**src/rtl/bmsi_pkg.sv**
```systemverilog
// shared types and constants for the bank mapper with scanline irq
package bmsi_pkg;

  // field widths
  localparam int AddrW     = 16;
  localparam int DataW     = 8;
  localparam int OffsetW   = 21;
  localparam int BankCntW  = 7;
  localparam int BankW     = 8;
  localparam int NumBanks  = 8;
  localparam int BankIdxW  = $clog2(NumBanks);
  localparam int InDataW   = 24;
  localparam int OutDataW  = 32;

  // reset value of the program bank count
  localparam logic [BankCntW-1:0] PrgBankCntReset = 7'd4;

  // operation codes carried in the input tuser
  typedef enum logic [1:0] {
    OP_CPU_WRITE = 2'd0,
    OP_CPU_READ  = 2'd1,
    OP_PPU_READ  = 2'd2,
    OP_TICK      = 2'd3
  } op_t;

  // register slot decode from cpu address bits 14..13
  typedef enum logic [1:0] {
    SLOT_BANK   = 2'd0,
    SLOT_MIRROR = 2'd1,
    SLOT_IRQ    = 2'd2,
    SLOT_ENABLE = 2'd3
  } slot_t;

  typedef logic [NumBanks-1:0][BankW-1:0] bank_file_t;

  // translation result handed back to the top level
  typedef struct packed {
    logic [OffsetW-1:0] offset;
    logic               cpu_low;
  } xlate_t;

endpackage

```
**src/rtl/bmsi_xlate.sv**
```systemverilog
// address translation for program and pattern reads
module bmsi_xlate
  import bmsi_pkg::*;
(
  input  op_t                 op,
  input  logic [AddrW-1:0]    address,
  input  logic [BankW-1:0]    bank_select,
  input  bank_file_t          bank_regs,
  input  logic [BankCntW-1:0] prg_bank_count,
  output xlate_t              result
);

  logic [BankCntW-1:0] n_eff;
  logic [BankW-1:0]    n_m1;
  logic [BankW-1:0]    n_m2;
  logic [BankW-1:0]    prg_bank;
  logic [OffsetW-1:0]  prg_off;
  logic [12:0]         chr_a;
  logic [BankW-1:0]    chr_bank;
  logic [17:0]         chr_off;
  logic                mode1;

  // fixed banks from the bank count, clamped to at least two
  assign n_eff = (prg_bank_count < BankCntW'(2)) ? BankCntW'(2) : prg_bank_count;
  assign n_m1  = BankW'(n_eff) - BankW'(1);
  assign n_m2  = BankW'(n_eff) - BankW'(2);
  assign mode1 = bank_select[6];

  // program bank per 8k slot
  always_comb begin
    unique case (slot_t'(address[14:13]))
      SLOT_BANK:   prg_bank = mode1 ? n_m2 : bank_regs[6];
      SLOT_MIRROR: prg_bank = bank_regs[7];
      SLOT_IRQ:    prg_bank = mode1 ? bank_regs[6] : n_m2;
      default:     prg_bank = n_m1;
    endcase
  end

  assign prg_off = {prg_bank, address[12:0]};

  // pattern space, halves swapped by bank select bit 7
  assign chr_a = address[12:0] ^ {bank_select[7], 12'd0};

  always_comb begin
    if (!chr_a[12]) begin
      chr_bank = bank_regs[BankIdxW'(chr_a[11])];
      chr_off  = {chr_bank[7:1], chr_a[10:0]};
    end else begin
      chr_bank = bank_regs[BankIdxW'(3'd2 + {1'b0, chr_a[11:10]})];
      chr_off  = {chr_bank, chr_a[9:0]};
    end
  end

  // select by operation
  always_comb begin
    result.cpu_low = 1'b0;
    result.offset  = '0;
    unique case (op)
      OP_CPU_WRITE: result.cpu_low = ~address[15];
      OP_CPU_READ: begin
        result.cpu_low = ~address[15];
        result.offset  = address[15] ? prg_off : '0;
      end
      OP_PPU_READ:  result.offset = OffsetW'(chr_off);
      default:      result.offset = '0;
    endcase
  end

endmodule

```
**src/rtl/bank_mapper_with_scanline_irq.sv**
```systemverilog
// top level of the bank mapper with scanline irq counter
//
// usage: each input word is one bus event. in_tuser carries the operation
// (cpu write, cpu read, ppu pattern read, scanline tick) and in_tdata the
// address and write byte. every input word yields exactly one output word
// with the translated rom offset, the mirroring and ram control bits, the
// irq request and an error status for cpu accesses below 0x8000.
// cfg_wr_en / cfg_wr_data set the number of 8k program banks present; the
// user must write it only while the block is idle; the block does not enforce this.
// each accepted input word is captured in the input register, then its result
// in the result register. throughput: one word per clock while the receiver does
// not stall, set by the single pass of translate and state update between the two registers.
// reset (rst_n low, synchronous) clears all mapper registers, sets the
// bank count to 4 and empties both stages.
// when the receiver stalls, the result stays in the output register, one
// more word is held in the input register, and then in_tready drops.
module bank_mapper_with_scanline_irq
  import bmsi_pkg::*;
(
  input  logic                clk,
  input  logic                rst_n,
  // input channel
  input  logic                in_tvalid,
  output logic                in_tready,
  input  logic [InDataW-1:0]  in_tdata,   // address[15:0], write_data[23:16]
  input  logic [1:0]          in_tuser,   // operation[1:0]
  // result channel
  output logic                out_tvalid,
  input  logic                out_tready,
  output logic [OutDataW-1:0] out_tdata,  // rom_offset[20:0], mirror_select[21],
                                          // ram_enable[22], ram_write_protect[23],
                                          // irq_request[24], status[25], zero[31:26]
  // configuration
  input  logic                cfg_wr_en,
  input  logic [BankCntW-1:0] cfg_wr_data
);

  // input stage
  logic               in_valid_r;
  logic [1:0]         in_op_r;
  logic [AddrW-1:0]   in_addr_r;
  logic [DataW-1:0]   in_data_r;

  // mapper state
  logic [BankCntW-1:0] prg_cnt_r;
  logic [BankW-1:0]    bank_sel_r, bank_sel_nxt;
  bank_file_t          bank_regs_r, bank_regs_nxt;
  logic                mirror_r, mirror_nxt;
  logic                ram_en_r, ram_en_nxt;
  logic                ram_prot_r, ram_prot_nxt;
  logic [7:0]          irq_latch_r, irq_latch_nxt;
  logic [7:0]          irq_count_r, irq_count_nxt;
  logic                reload_r, reload_nxt;
  logic                irq_en_r, irq_en_nxt;
  logic                irq_pend_r, irq_pend_nxt;
  logic                irq_req;

  // output stage
  logic                out_valid_r;
  logic [OutDataW-1:0] out_data_r;

  logic   advance;
  op_t    op;
  xlate_t xl;

  assign op        = op_t'(in_op_r);
  assign advance   = in_valid_r && (!out_valid_r || out_tready);
  assign in_tready = !in_valid_r || advance;

  bmsi_xlate u_xlate (
    .op             (op),
    .address        (in_addr_r),
    .bank_select    (bank_sel_r),
    .bank_regs      (bank_regs_r),
    .prg_bank_count (prg_cnt_r),
    .result         (xl)
  );

  // register writes and scanline counter
  always_comb begin
    bank_sel_nxt  = bank_sel_r;
    bank_regs_nxt = bank_regs_r;
    mirror_nxt    = mirror_r;
    ram_en_nxt    = ram_en_r;
    ram_prot_nxt  = ram_prot_r;
    irq_latch_nxt = irq_latch_r;
    irq_count_nxt = irq_count_r;
    reload_nxt    = reload_r;
    irq_en_nxt    = irq_en_r;
    irq_pend_nxt  = irq_pend_r;
    irq_req       = 1'b0;
    if (op == OP_CPU_WRITE && !xl.cpu_low) begin
      unique case (slot_t'(in_addr_r[14:13]))
        SLOT_BANK: begin
          if (in_addr_r[0]) bank_regs_nxt[bank_sel_r[BankIdxW-1:0]] = in_data_r;
          else bank_sel_nxt = in_data_r;
        end
        SLOT_MIRROR: begin
          if (in_addr_r[0]) begin
            ram_prot_nxt = in_data_r[7];
            ram_en_nxt   = in_data_r[6];
          end else begin
            mirror_nxt = ~in_data_r[0];
          end
        end
        SLOT_IRQ: begin
          if (in_addr_r[0]) begin
            irq_count_nxt = '0;
            reload_nxt    = 1'b1;
          end else begin
            irq_latch_nxt = in_data_r;
          end
        end
        default: begin
          if (in_addr_r[0]) begin
            irq_en_nxt = 1'b1;
          end else begin
            irq_en_nxt   = 1'b0;
            irq_pend_nxt = 1'b0;
          end
        end
      endcase
    end else if (op == OP_TICK) begin
      if (irq_count_r == 8'd0 || reload_r) begin
        irq_count_nxt = irq_latch_r;
        reload_nxt    = 1'b0;
      end else begin
        irq_count_nxt = irq_count_r - 8'd1;
      end
      if (irq_count_nxt == 8'd0) irq_pend_nxt = 1'b1;
      irq_req = irq_en_r && irq_pend_nxt;
    end
  end

  // control and state registers
  always_ff @(posedge clk) begin
    if (!rst_n) begin
      in_valid_r  <= 1'b0;
      out_valid_r <= 1'b0;
      prg_cnt_r   <= PrgBankCntReset;
      bank_sel_r  <= '0;
      bank_regs_r <= '0;
      mirror_r    <= 1'b0;
      ram_en_r    <= 1'b0;
      ram_prot_r  <= 1'b0;
      irq_latch_r <= '0;
      irq_count_r <= '0;
      reload_r    <= 1'b0;
      irq_en_r    <= 1'b0;
      irq_pend_r  <= 1'b0;
    end else begin
      if (cfg_wr_en) prg_cnt_r <= cfg_wr_data;
      if (in_tready) in_valid_r <= in_tvalid;
      if (advance) begin
        out_valid_r <= 1'b1;
        bank_sel_r  <= bank_sel_nxt;
        bank_regs_r <= bank_regs_nxt;
        mirror_r    <= mirror_nxt;
        ram_en_r    <= ram_en_nxt;
        ram_prot_r  <= ram_prot_nxt;
        irq_latch_r <= irq_latch_nxt;
        irq_count_r <= irq_count_nxt;
        reload_r    <= reload_nxt;
        irq_en_r    <= irq_en_nxt;
        irq_pend_r  <= irq_pend_nxt;
      end else if (out_tready) begin
        out_valid_r <= 1'b0;
      end
    end
  end

  // payload registers
  always_ff @(posedge clk) begin
    if (in_tready && in_tvalid) begin
      in_op_r   <= in_tuser;
      in_addr_r <= in_tdata[15:0];
      in_data_r <= in_tdata[23:16];
    end
    if (advance) begin
      out_data_r <= {6'd0, xl.cpu_low, irq_req, ram_prot_nxt, ram_en_nxt,
                     mirror_nxt, xl.offset};
    end
  end

  assign out_tvalid = out_valid_r;
  assign out_tdata  = out_data_r;

endmodule
```
**config.mk**
```make
export PLATFORM = sky130hd
export DESIGN_NAME = bank_mapper_with_scanline_irq
export DESIGN_NICKNAME = d
export VERILOG_FILES = /design/src/rtl/bmsi_pkg.sv /design/src/rtl/bmsi_xlate.sv /design/src/rtl/bank_mapper_with_scanline_irq.sv
export SDC_FILE = /design/constraint.sdc
export NUM_CORES = 1
export LEC_CHECK = 0
export ABC_CLOCK_PERIOD_IN_PS = 2400
export BUFFER_PORTS_ARGS = -buffer_cell sky130_fd_sc_hd__buf_2
export CAP_MARGIN = 30
export CORE_MARGIN = 1
export CORE_UTILIZATION = 53
export DETAILED_ROUTE_END_ITERATION = 6
export GPL_TIMING_DRIVEN = 0
export PLACE_DENSITY = 0.78
export SLEW_MARGIN = 20
export SYNTH_ARGS = -nofsm -noshare
export SYNTH_HDL_FRONTEND = slang
export SYNTH_SLANG_ARGS = --single-unit
```
**constraint.sdc**
```tcl
create_clock -name clk -period 2.4 [get_ports clk]
set_input_delay 0.24 -clock clk [delete_from_list [all_inputs] [get_ports clk]]
set_output_delay 0.24 -clock clk [all_outputs]
set_load 0.005 [all_outputs]
```
## Word level (Yosys, flattened, before mapping)

Cells that the tools add are included.

| storage, ports and cells | value |
|---|---|
| flip-flop bits (word level) | 155 |
| input bits | 38 |
| output and inout port bits | 34 |
| logic and storage cells | 123 |

| operators by class | value |
|---|---|
| $add $sub $neg | 4 |
| $lt $le $gt $ge | 5 |
| eq/ne operators | 9 |
| multiplexer cells | 46 |
| bitwise gates (word level) | 6 |
| reductions and logical operators | 28 |

Operator list:

| operator | number |
|---|---|
| 8-bit 2-to-1 mux | 13 |
| 64-bit bitwise mux | 1 |
| 21-bit case mux with 2 select lines | 1 |
| 1-bit 2-to-1 mux | 25 |
| 8-bit binary-select mux with 3-bit select | 1 |
| 8-bit demux with 3-bit select | 1 |
| 8-bit case mux with 3 select lines | 1 |
| 21-bit 2-to-1 mux | 1 |
| 4-bit AND reduction | 5 |
| 18-bit 2-to-1 mux | 1 |
| 8-bit logical NOT | 2 |
| 13-bit XOR | 1 |
| 3-bit by 4-bit < comparator with 1-bit output, second input constant | 2 |
| 7-bit by 1-bit subtractor with 8-bit output, second input constant | 1 |
| 7-bit by 2-bit subtractor with 8-bit output, second input constant | 1 |
| 8-bit by 1-bit subtractor with 8-bit output, second input constant | 1 |
| 7-bit by 2-bit < comparator with 1-bit output, second input constant | 1 |
| 7-bit 2-to-1 mux | 1 |
| 2-bit == test, second input constant | 3 |
| 2-bit inequality test, second input constant | 3 |
| 2-bit nonzero test | 3 |
| 1-bit logical AND | 5 |
| 1-bit NOT | 5 |
| 5-bit AND reduction | 1 |
| 11 further kinds | 18 |

## Depth between registers and ports, before layout

Gate-level depths: netlist of run 1.

| depth | value |
|---|---|
| depth in word-level cells | 12 |
| gate-level depth with buffers | 9 |
| depth with buffers taken out | 8 |

## Cells and area by module

A second synthesis of run 1 with hierarchy kept.

| unflattened totals | value |
|---|---|
| cell total of the unflattened synthesis | 651 |
| area total of the unflattened synthesis | 7180.6 µm² |

By module, submodules not included:

| module | instances | cells each | area each (µm²) | seq. area each (µm²) |
|---|---|---|---|---|
| bank_mapper_with_scanline_irq | 1 | 498 | 6084.6 | 3623.5 |
| bmsi_xlate | 1 | 153 | 1096.1 | 0.0 |

## Worst setup path after synthesis of run 1

No wires, ideal clock.

| timing | value |
|---|---|
| kind | register to register |
| from | register in_valid_r |
| to | register irq_count_r[0] |
| setup time | 115 ps |
| data arrival time | 2255 ps |
| data required time | 2285 ps |
| slack | 30 ps |
| stages on the path, launching flop included | 7 |
| buffers on the path | 2 |
| clock period less this slack | 2370 ps |
| cell sequence | dfxtp_1 clkbuf_1 and2_1 clkbuf_1 o21ai_1 o2bb2ai_1 and2_1 |

| on the way | value |
|---|---|
| word-level cells in the longest chain between the ends | 2 |

RTL lines:

| what | RTL line | RTL |
|---|---|---|
| start: declaration | bank_mapper_with_scanline_irq.sv:39 | `logic in_valid_r;` |
| start signal: assignment | bank_mapper_with_scanline_irq.sv:153 | `if (in_tready) in_valid_r <= in_tvalid;` |
| 1-bit logical AND | bank_mapper_with_scanline_irq.sv:67 | `assign advance = in_valid_r && (!out_valid_r \|\| out_tready);` |
| named net advance | bank_mapper_with_scanline_irq.sv:62 | `logic advance;` |
| 4-bit AND reduction (no line) | -- |  |
| end signal: assignment | bank_mapper_with_scanline_irq.sv:162 | `irq_count_r <= irq_count_nxt;` |
| end: declaration | bank_mapper_with_scanline_irq.sv:52 | `logic [7:0] irq_count_r, irq_count_nxt;` |

The timed path passes the listed nets, and every way through them passes these cells.
A chain may end at the register's enable or synchronous reset.

## Worst setup path after layout of run 1

| timing | value |
|---|---|
| from | register prg_cnt_r[3] |
| to | register out_data_r[17] (netlist: out_tdata[17]) (data pin) |

| on the way | value |
|---|---|
| word-level cells in the longest chain between the ends | 7 |
| elaborated cells on any way between the ends | 9 |
| classes of those cells | add/sub (2); order compare (1); mux (6) |

RTL lines:

| what | RTL line | RTL |
|---|---|---|
| start: declaration | bank_mapper_with_scanline_irq.sv:45 | `logic [BankCntW-1:0] prg_cnt_r;` |
| start signal: assignment | bank_mapper_with_scanline_irq.sv:140 | `prg_cnt_r <= PrgBankCntReset;` |
| start signal: assignment | bank_mapper_with_scanline_irq.sv:152 | `if (cfg_wr_en) prg_cnt_r <= cfg_wr_data;` |
| 7-bit by 2-bit < comparator with 1-bit output | bmsi_xlate.sv:24 | `assign n_eff = (prg_bank_count < BankCntW'(2)) ? BankCntW'(2) : prg_bank_count;` |
| 7-bit 2-to-1 mux (*) | bmsi_xlate.sv:24 |  |
| 7-bit by 2-bit subtractor with 8-bit output | bmsi_xlate.sv:26 | `assign n_m2 = BankW'(n_eff) - BankW'(2);` |
| 8-bit 2-to-1 mux, on equally long branches | bmsi_xlate.sv:34, bmsi_xlate.sv:32 |  |
| 8-bit case mux with 3 select lines (*) | bmsi_xlate.sv:31 | `unique case (slot_t'(address[14:13]))` |
| 21-bit 2-to-1 mux (*) | bmsi_xlate.sv:62 | `result.offset = address[15] ? prg_off : '0;` |
| 21-bit case mux with 2 select lines (*) | bmsi_xlate.sv:58 | `unique case (op)` |
| end signal: assignment | bank_mapper_with_scanline_irq.sv:180 | `out_data_r <= {6'd0, xl.cpu_low, irq_req, ram_prot_nxt, ram_en_nxt,` |
| end: declaration | bank_mapper_with_scanline_irq.sv:60 | `logic [OutDataW-1:0] out_data_r;` |

Mark *: on every way between the ends. The rest lies on a longest branch, timed or not.

==> results.toml, run 1 <==
[critical_path]
cpPeakStageDelay_ns = 0.52
critPathKind = "reg2reg"
crit_arrival_ns = 2.54
crit_top_cell = "a21oi_1"
crit_chain = "buf_6, or4_4, o31ai_4, ha_2, nor3b_4, xnor2_1, a21oi_1, a21oi_1, o22ai_1"
path_max_fanout = 9
crit_path_end_kind = "flip-flop"
worstReg2RegStart = "prg_cnt_r[3]"
rr_worst_depth = 9
critPathLaunchType = "flip-flop"
cpMaxStageDelayCell = "or4_4"
reg2reg_to = "out_tdata[17]"
crit_buf_inv = 1
path_delay_family = "simple AND/OR/NAND/NOR gates"
r2r_setup_slack_ns = 0.005
required_ns = 2.55

[drt]
drt-initial-drc-count = 289
num_vias = 5178
viasPerCell = 5.568
drc = 0
wirelength_um = 17040
wl_per_cell_um = 18.33
drtPass1Iterations = 5
ant_nets = 0

[die]
start_util = 0.5491
die_width_um = 117.0
rows = 41
design.core.area_um2 = 12770
fp.dieH_um = 117.0
ios = 72
die-area_um2 = 13700

[worst_hold_path]
hold_path_end = "prg_cnt_r[2]"
min-delay-start = "cfg_wr_data[2]"
min_path_cells = 3
min-delay-path-class = "in2reg"

[layout]
area_growth_pct = 22.37
nets = 793
multi_input_area_um2 = 3281
seq_area_um2 = 3525
fill_cells = 937
layout-drive-gt1-share = 0.2071
fin_area_um2 = 8583
diodes = 0

[job]
cap_viol_max_count = 0

[clock_tree]
cts.htree.levels = 4
cts.path.max_buffers = 2
numCtsBuffers = 17
clockRootBuffer = "clkbuf_16"
cts_tree = "done"
clkLatencyLatePin_ns = 0.42
cts.sinks = 150
clk_pin_slew_ns = 0.06

[synthesis]
synth-main-ff-cell = "dfxtp_1"
synth.distinct_cells = 65
syn_inst = 625
synth_most_common_cell = "mux2i_1"
syn_avg_cell_area_um2 = 11.22
synth_seq_area_share = 0.5023
netlist_top_cells_count = "99 x mux2i_1, 98 x dfxtp_1, 86 x nor2b_1"
yosysTopAreaCellShare = 0.2797
ys_ff_latch = 150
async_flop_share = 0
synth_edf_count = 52
synth_area_leaders = "dfxtp_1 28%, edfxtp_1 22%, mux2i_1 14%, nor2b_1 7.7%, mux4_2 2.2%"
yosysWarningCount = 0
synth_top_area_cell = "dfxtp_1"
synth_area_um2 = 7014

[sta]
finalSetupViolations = 0
finalHoldViolations = 0
rsz0062_at_grt = "yes"
slew_headroom = 0.4629
clock_skew_ns = 0.009851
tightestPinTransition_ns = 0.7990
finalCriticalPeriod_ns = 2.395
fin_ws_ns = 0.004607
fmax_ghz = 0.4175
drv_slew = 0
fin_crit_sh = 0.9981

[grt]
grt_pass1_wl_um = 26400
antenna_found_initial = 0
grt_max_degree = 30
grt-ovfl-total = 0
grtUsageTotal = 0.2625
grt_pass1_vias = 5115

[pwr]
peakVddDrop_uv = 522.4
leakage_nw = 3.351
pwr_density_cell_nw_per_um2 = 684.2

[placement]
portBuffers = 63
dp_slack_ns = -0.3131
placed_cell_area_um2 = 7586
dpl.hpwl_um = 11500
globalplace.congestion = 0.8557

[outcome]
status = "complete, no violations"
## cell families (layout without fill, tap and decap cells)
group                    after synthesis  in the layout  share of synthesized area
AO/OA/AOI/OAI                         83             83                    0.07956
XOR/XNOR                              10             10                    0.01249
adder cells (fa/ha/maj)               10             10                    0.01784
buffers and inverters                 58            186                    0.04210
flip-flops                           150            150                     0.5023
multiplexers                         109            109                     0.1686
other                                  1              6                  0.0005346
AND/OR/NAND/NOR                      204            204                     0.1766
## tightest hold or removal path: cells and delay by family
kind	cells	cell delay, ns
buffers and inverters	1	0.08
AND/OR/NAND/NOR	1	0.04
AO/OA/AOI/OAI	1	0.06
## what timing repair did
action                                  4_1_cts  5_1_grt
buffers inserted                              3        4
pin swaps                                     2        4
endpoints found under the setup margin       21       50
hold buffers                                 26        0
resized for setup                             5       13
hold endpoints to repair                     26        0
## where the power goes
group | internal, mW | total, mW | switching (mW)
Clock | 1.64 | 2.71 | 1.07
Sequential | 2.69 | 2.72 | 0.0301
Combinational | 0.197 | 0.440 | 0.243
## registers in the layout (all words and copies together), names as in the netlist
name,cells
ram_en_r,1
bank_sel_r,5
prg_cnt_r,7
in_addr_r,16
irq_count_r,8
irq_latch_r,8
irq_pend_r,1
out_tdata,26
out_tvalid,1
irq_en_r,1
in_valid_r,1
ram_prot_r,1
bank_regs_r,62
mirror_r,1
in_op_r,2
reload_r,1
in_data_r,8
## cells in the final DEF (no fill, tap or decap), drive strengths merged, types with 4 or more instances in the layout
cell and count:
mux4 7, dlygate4sd3 26, dfxtp 98, nand3 8, and2 18, nor4b 4, o2bb2ai 7, nor3 5
nor3b 4, ha 10, a21boi 6, clkbuf 49, nor2 20, conb 6, nand4 7, xnor2 5
buf 87, mux2i 99, inv 12, o31ai 4, o21ai 17, or3 6, edfxtp 52, o211ai 5
xor2 5, nand2b 4, clkinv 7, nand2 22, nor2b 86, a21oi 23, nor4 5
## area by class of cell
type	count	share of cell area
sequential	150	0.4106
multi-input combinational	422	0.3822
timing repair buffer	97	0.07697
clock buffer	17	0.04956
buffer	48	0.03090
tap	172	0.02507
clock inverter	15	0.02070
inverter	9	0.003936
## stage by stage
stage / cells / hold WS, ns / total power, mW / setup TNS (ns) / utilization
after CTS: 927 / 0.03214 / 5.890 / -0.01713 / 0.6651
final: 930 / 0.04074 / 5.872 / 0 / 0.6720
after detailed placement: 866 / 0.4181 / 3.164 / -0.8589 / 0.5939
after global routing: 930 / 0.03053 / 6.052 / -0.3656 / 0.6720
after global placement: 865 / 0.4168 / 3.149 / -11.63 / 0.5921
after floorplan: 630 / 0.3389 / 3.014 / 0 / -
## worst max-delay path by stage
stage	from	endpoint	slack, ns	cells past startpoint
after CTS	prg_cnt_r[3]	out_tdata[17]	-0.02	9
after global placement	in_valid_r	irq_count_r[5]	-0.93	6
final	prg_cnt_r[3]	out_tdata[17]	0.005	9
after detailed placement	prg_cnt_r[3]	out_tdata[17]	-0.31	9
after global routing	prg_cnt_r[3]	out_tdata[17]	-0.1	9
after floorplan	in_valid_r	irq_count_r[0]	0.03	6
## layer usage
metal | track usage | part of all wire | vias to the layer above
met1 | 0.3225 | 0.42 | 2495
li1 | - | - | 2475
met5 | 0 | 0 | -
met4 | 0.1527 | 0.034 | 0
met3 | 0.04686 | 0.048 | 40
met2 | 0.4359 | 0.50 | 168
Note: power is estimated with default switching activity, not from simulation.
==> run 2, diff against run 1 <==
--- a/config.mk
+++ b/config.mk
@@ -8,6 +8,7 @@
 export ABC_CLOCK_PERIOD_IN_PS = 2400
 export BUFFER_PORTS_ARGS = -buffer_cell sky130_fd_sc_hd__buf_2
 export CAP_MARGIN = 30
+export CORE_ASPECT_RATIO = 2
 export CORE_MARGIN = 1
 export CORE_UTILIZATION = 53
 export DETAILED_ROUTE_END_ITERATION = 6
==> run 2 against run 1 <==
Against the previous run: the run now ends with negative setup slack left; core utilization is 0.97 points lower; clock skew shrank 0.0020 ns; first-iteration DRC count up 45%; register-to-register slack got worse by 0.18 ns; wire length is 3.1% higher; power down 0.79%; sequential power hardly changed; non-clock buffer count rose by 5; critical endpoint unchanged; largest cell class unchanged; largest power group unchanged.
==> results.toml, run 2 (synthesized netlist as in run 1, its figures left out) <==
[drt]
drtPass1Iterations = 5
num_vias = 5281
drt-initial-drc-count = 419
wirelength_um = 17570
wl_per_cell_um = 19.21
ant_nets = 0
viasPerCell = 5.772
drc = 0

[placement]
placed_cell_area_um2 = 7582
portBuffers = 63
dp_cells = 847
globalplace.congestion = 0.9195
dp_slack_ns = -0.4264
dpl.hpwl_um = 12540

[critical_path]
crit_path_end_kind = "flip-flop"
required_ns = 2.56
worstReg2RegStart = "prg_cnt_r[3]"
crit_arrival_ns = 2.73
path_max_fanout = 8
critPathLaunchType = "flip-flop"
r2r_setup_slack_ns = -0.18
reg2reg_to = "out_tdata[17]"
critPathKind = "reg2reg"
rr_worst_depth = 9

[pwr]
pwr_density_cell_nw_per_um2 = 677.1
p_switching_mw = 1.389
leakage_nw = 3.359
p_comb_frac = 0.079
p_seq_frac = 0.468
p_int_mw = 4.437
switching_share = 0.2385
peakVddDrop_uv = 547.4
clockPowerShare = 0.453
power_mw = 5.826

[sta]
slew_headroom = 0.4887
finalSetupViolations = 4
fmax_ghz = 0.3879
hold-worst-slack_ns = 0.06769
finalHoldViolations = 0
fin_crit_sh = 1.074
rsz0062_at_grt = "yes"
clock_skew_ns = 0.007856
tightestPinTransition_ns = 0.7669
fin_tns_setup_ns = -0.3264
drv_slew = 0
finalCriticalPeriod_ns = 2.578
fin_ws_ns = -0.1781

[layout]
final_common_cell = "mux2i_1"
layout-drive-gt1-share = 0.2071
fill_cells = 978
fin_area_um2 = 8605
multi_input_area_um2 = 3297
nets = 798
top_register = "bank_regs_r"
final_util = 0.6623
layout_common_cells = "99 x mux2i_1, 97 x dfxtp_1, 86 x nor2b_1, 66 x buf_2, 52 x edfxtp_1"
largest_reg_flops = 62
diodes = 0
seq_area_um2 = 3525
final_cells = 915
area_growth_pct = 22.67

[clock_tree]
clkLatencyLatePin_ns = 0.43
clockRootBuffer = "clkbuf_16"
numCtsBuffers = 17
cts.path.max_buffers = 2
cts.sinks = 150
clk_pin_slew_ns = 0.06
cts.htree.levels = 4
cts_tree = "done"

[die]
rows = 59
die-area_um2 = 13730
ios = 72
fp.dieH_um = 164.7
start_util = 0.5399
die_width_um = 83.35
design.core.area_um2 = 12990

[worst_hold_path]
min-delay-start = "cfg_wr_data[2]"
min-delay-path-class = "in2reg"
hold_path_end = "prg_cnt_r[2]"
min_path_cells = 3

[grt]
grt_pass1_vias = 5502
grt_max_degree = 21
grt_pass1_wl_um = 27420
grtUsageTotal = 0.2612
antenna_found_initial = 0
grt-ovfl-total = 0

[job]
cap_viol_max_count = 0

[outcome]
status = "finished, violations left"
violations = "negative setup slack"
-- run 2: layout make-up --
class                           count  area share
Buffer                             48     0.03068
Clock buffer                       17     0.04944
Clock inverter                     15     0.01774
Inverter                            9    0.003926
Multi-Input combinational cell    422      0.3832
Sequential cell                   150      0.4096
Tap cell                          152     0.02210
Timing Repair Buffer              102     0.08332
-- run 2: worst max-delay path by stage --
| stage | cells after the start | slack, ns | endpoint | from |
|---|---|---|---|---|
| final | 9 | -0.18 | out_tdata[17] | prg_cnt_r[3] |
| after CTS | 9 | -0.07 | out_tdata[17] | prg_cnt_r[3] |
| after global placement | 6 | -0.81 | irq_count_r[4] | in_valid_r |
| after floorplan | 6 | 0.03 | irq_count_r[0] | in_valid_r |
| after global routing | 9 | -0.22 | out_tdata[17] | prg_cnt_r[3] |
| after detailed placement | 9 | -0.43 | out_tdata[17] | prg_cnt_r[3] |
-- run 2: per-layer routing --
metal / part of all wire / track usage / wire length [um] / up-vias
met3: 0.035 / 0.06097 / 623 / 68
met4: 0.047 / 0.1607 / 821 / 0
met2: 0.58 / 0.5142 / 10130 / 166
met1: 0.34 / 0.2348 / 5997 / 2575
li1: - / - / - / 2472
met5: 0 / 0 / 0 / -
-- run 2: repair_timing --
action | CTS | global route
setup buffers | 3 | 8
hold buffers | 24 | 2
cloned | 0 | 0
resized for setup | 7 | 12
hold endpoints to repair | 24 | 2
setup endpoints to repair | 19 | 49
pin swaps | 2 | 10
-- run 2: power groups by stage --
stage               Clock, mW  Combinational [mW]  Sequential (mW)
global placement            0               0.372             2.78
detailed placement          0               0.391             2.78
floorplan                   0               0.239             2.77
finish                   2.64               0.460             2.73
global route             2.76               0.494             2.73
CTS                      2.64               0.431             2.73
-- run 2: critical path, cell delays in order (launching register included) --
cell	delay [ns]
dfxtp_1	0.31
buf_6	0.13
or4_4	0.55
o31ai_4	0.28
ha_2	0.24
nor3b_4	0.23
xnor2_1	0.14
a21oi_1	0.10
a21oi_2	0.22
o22ai_1	0.11
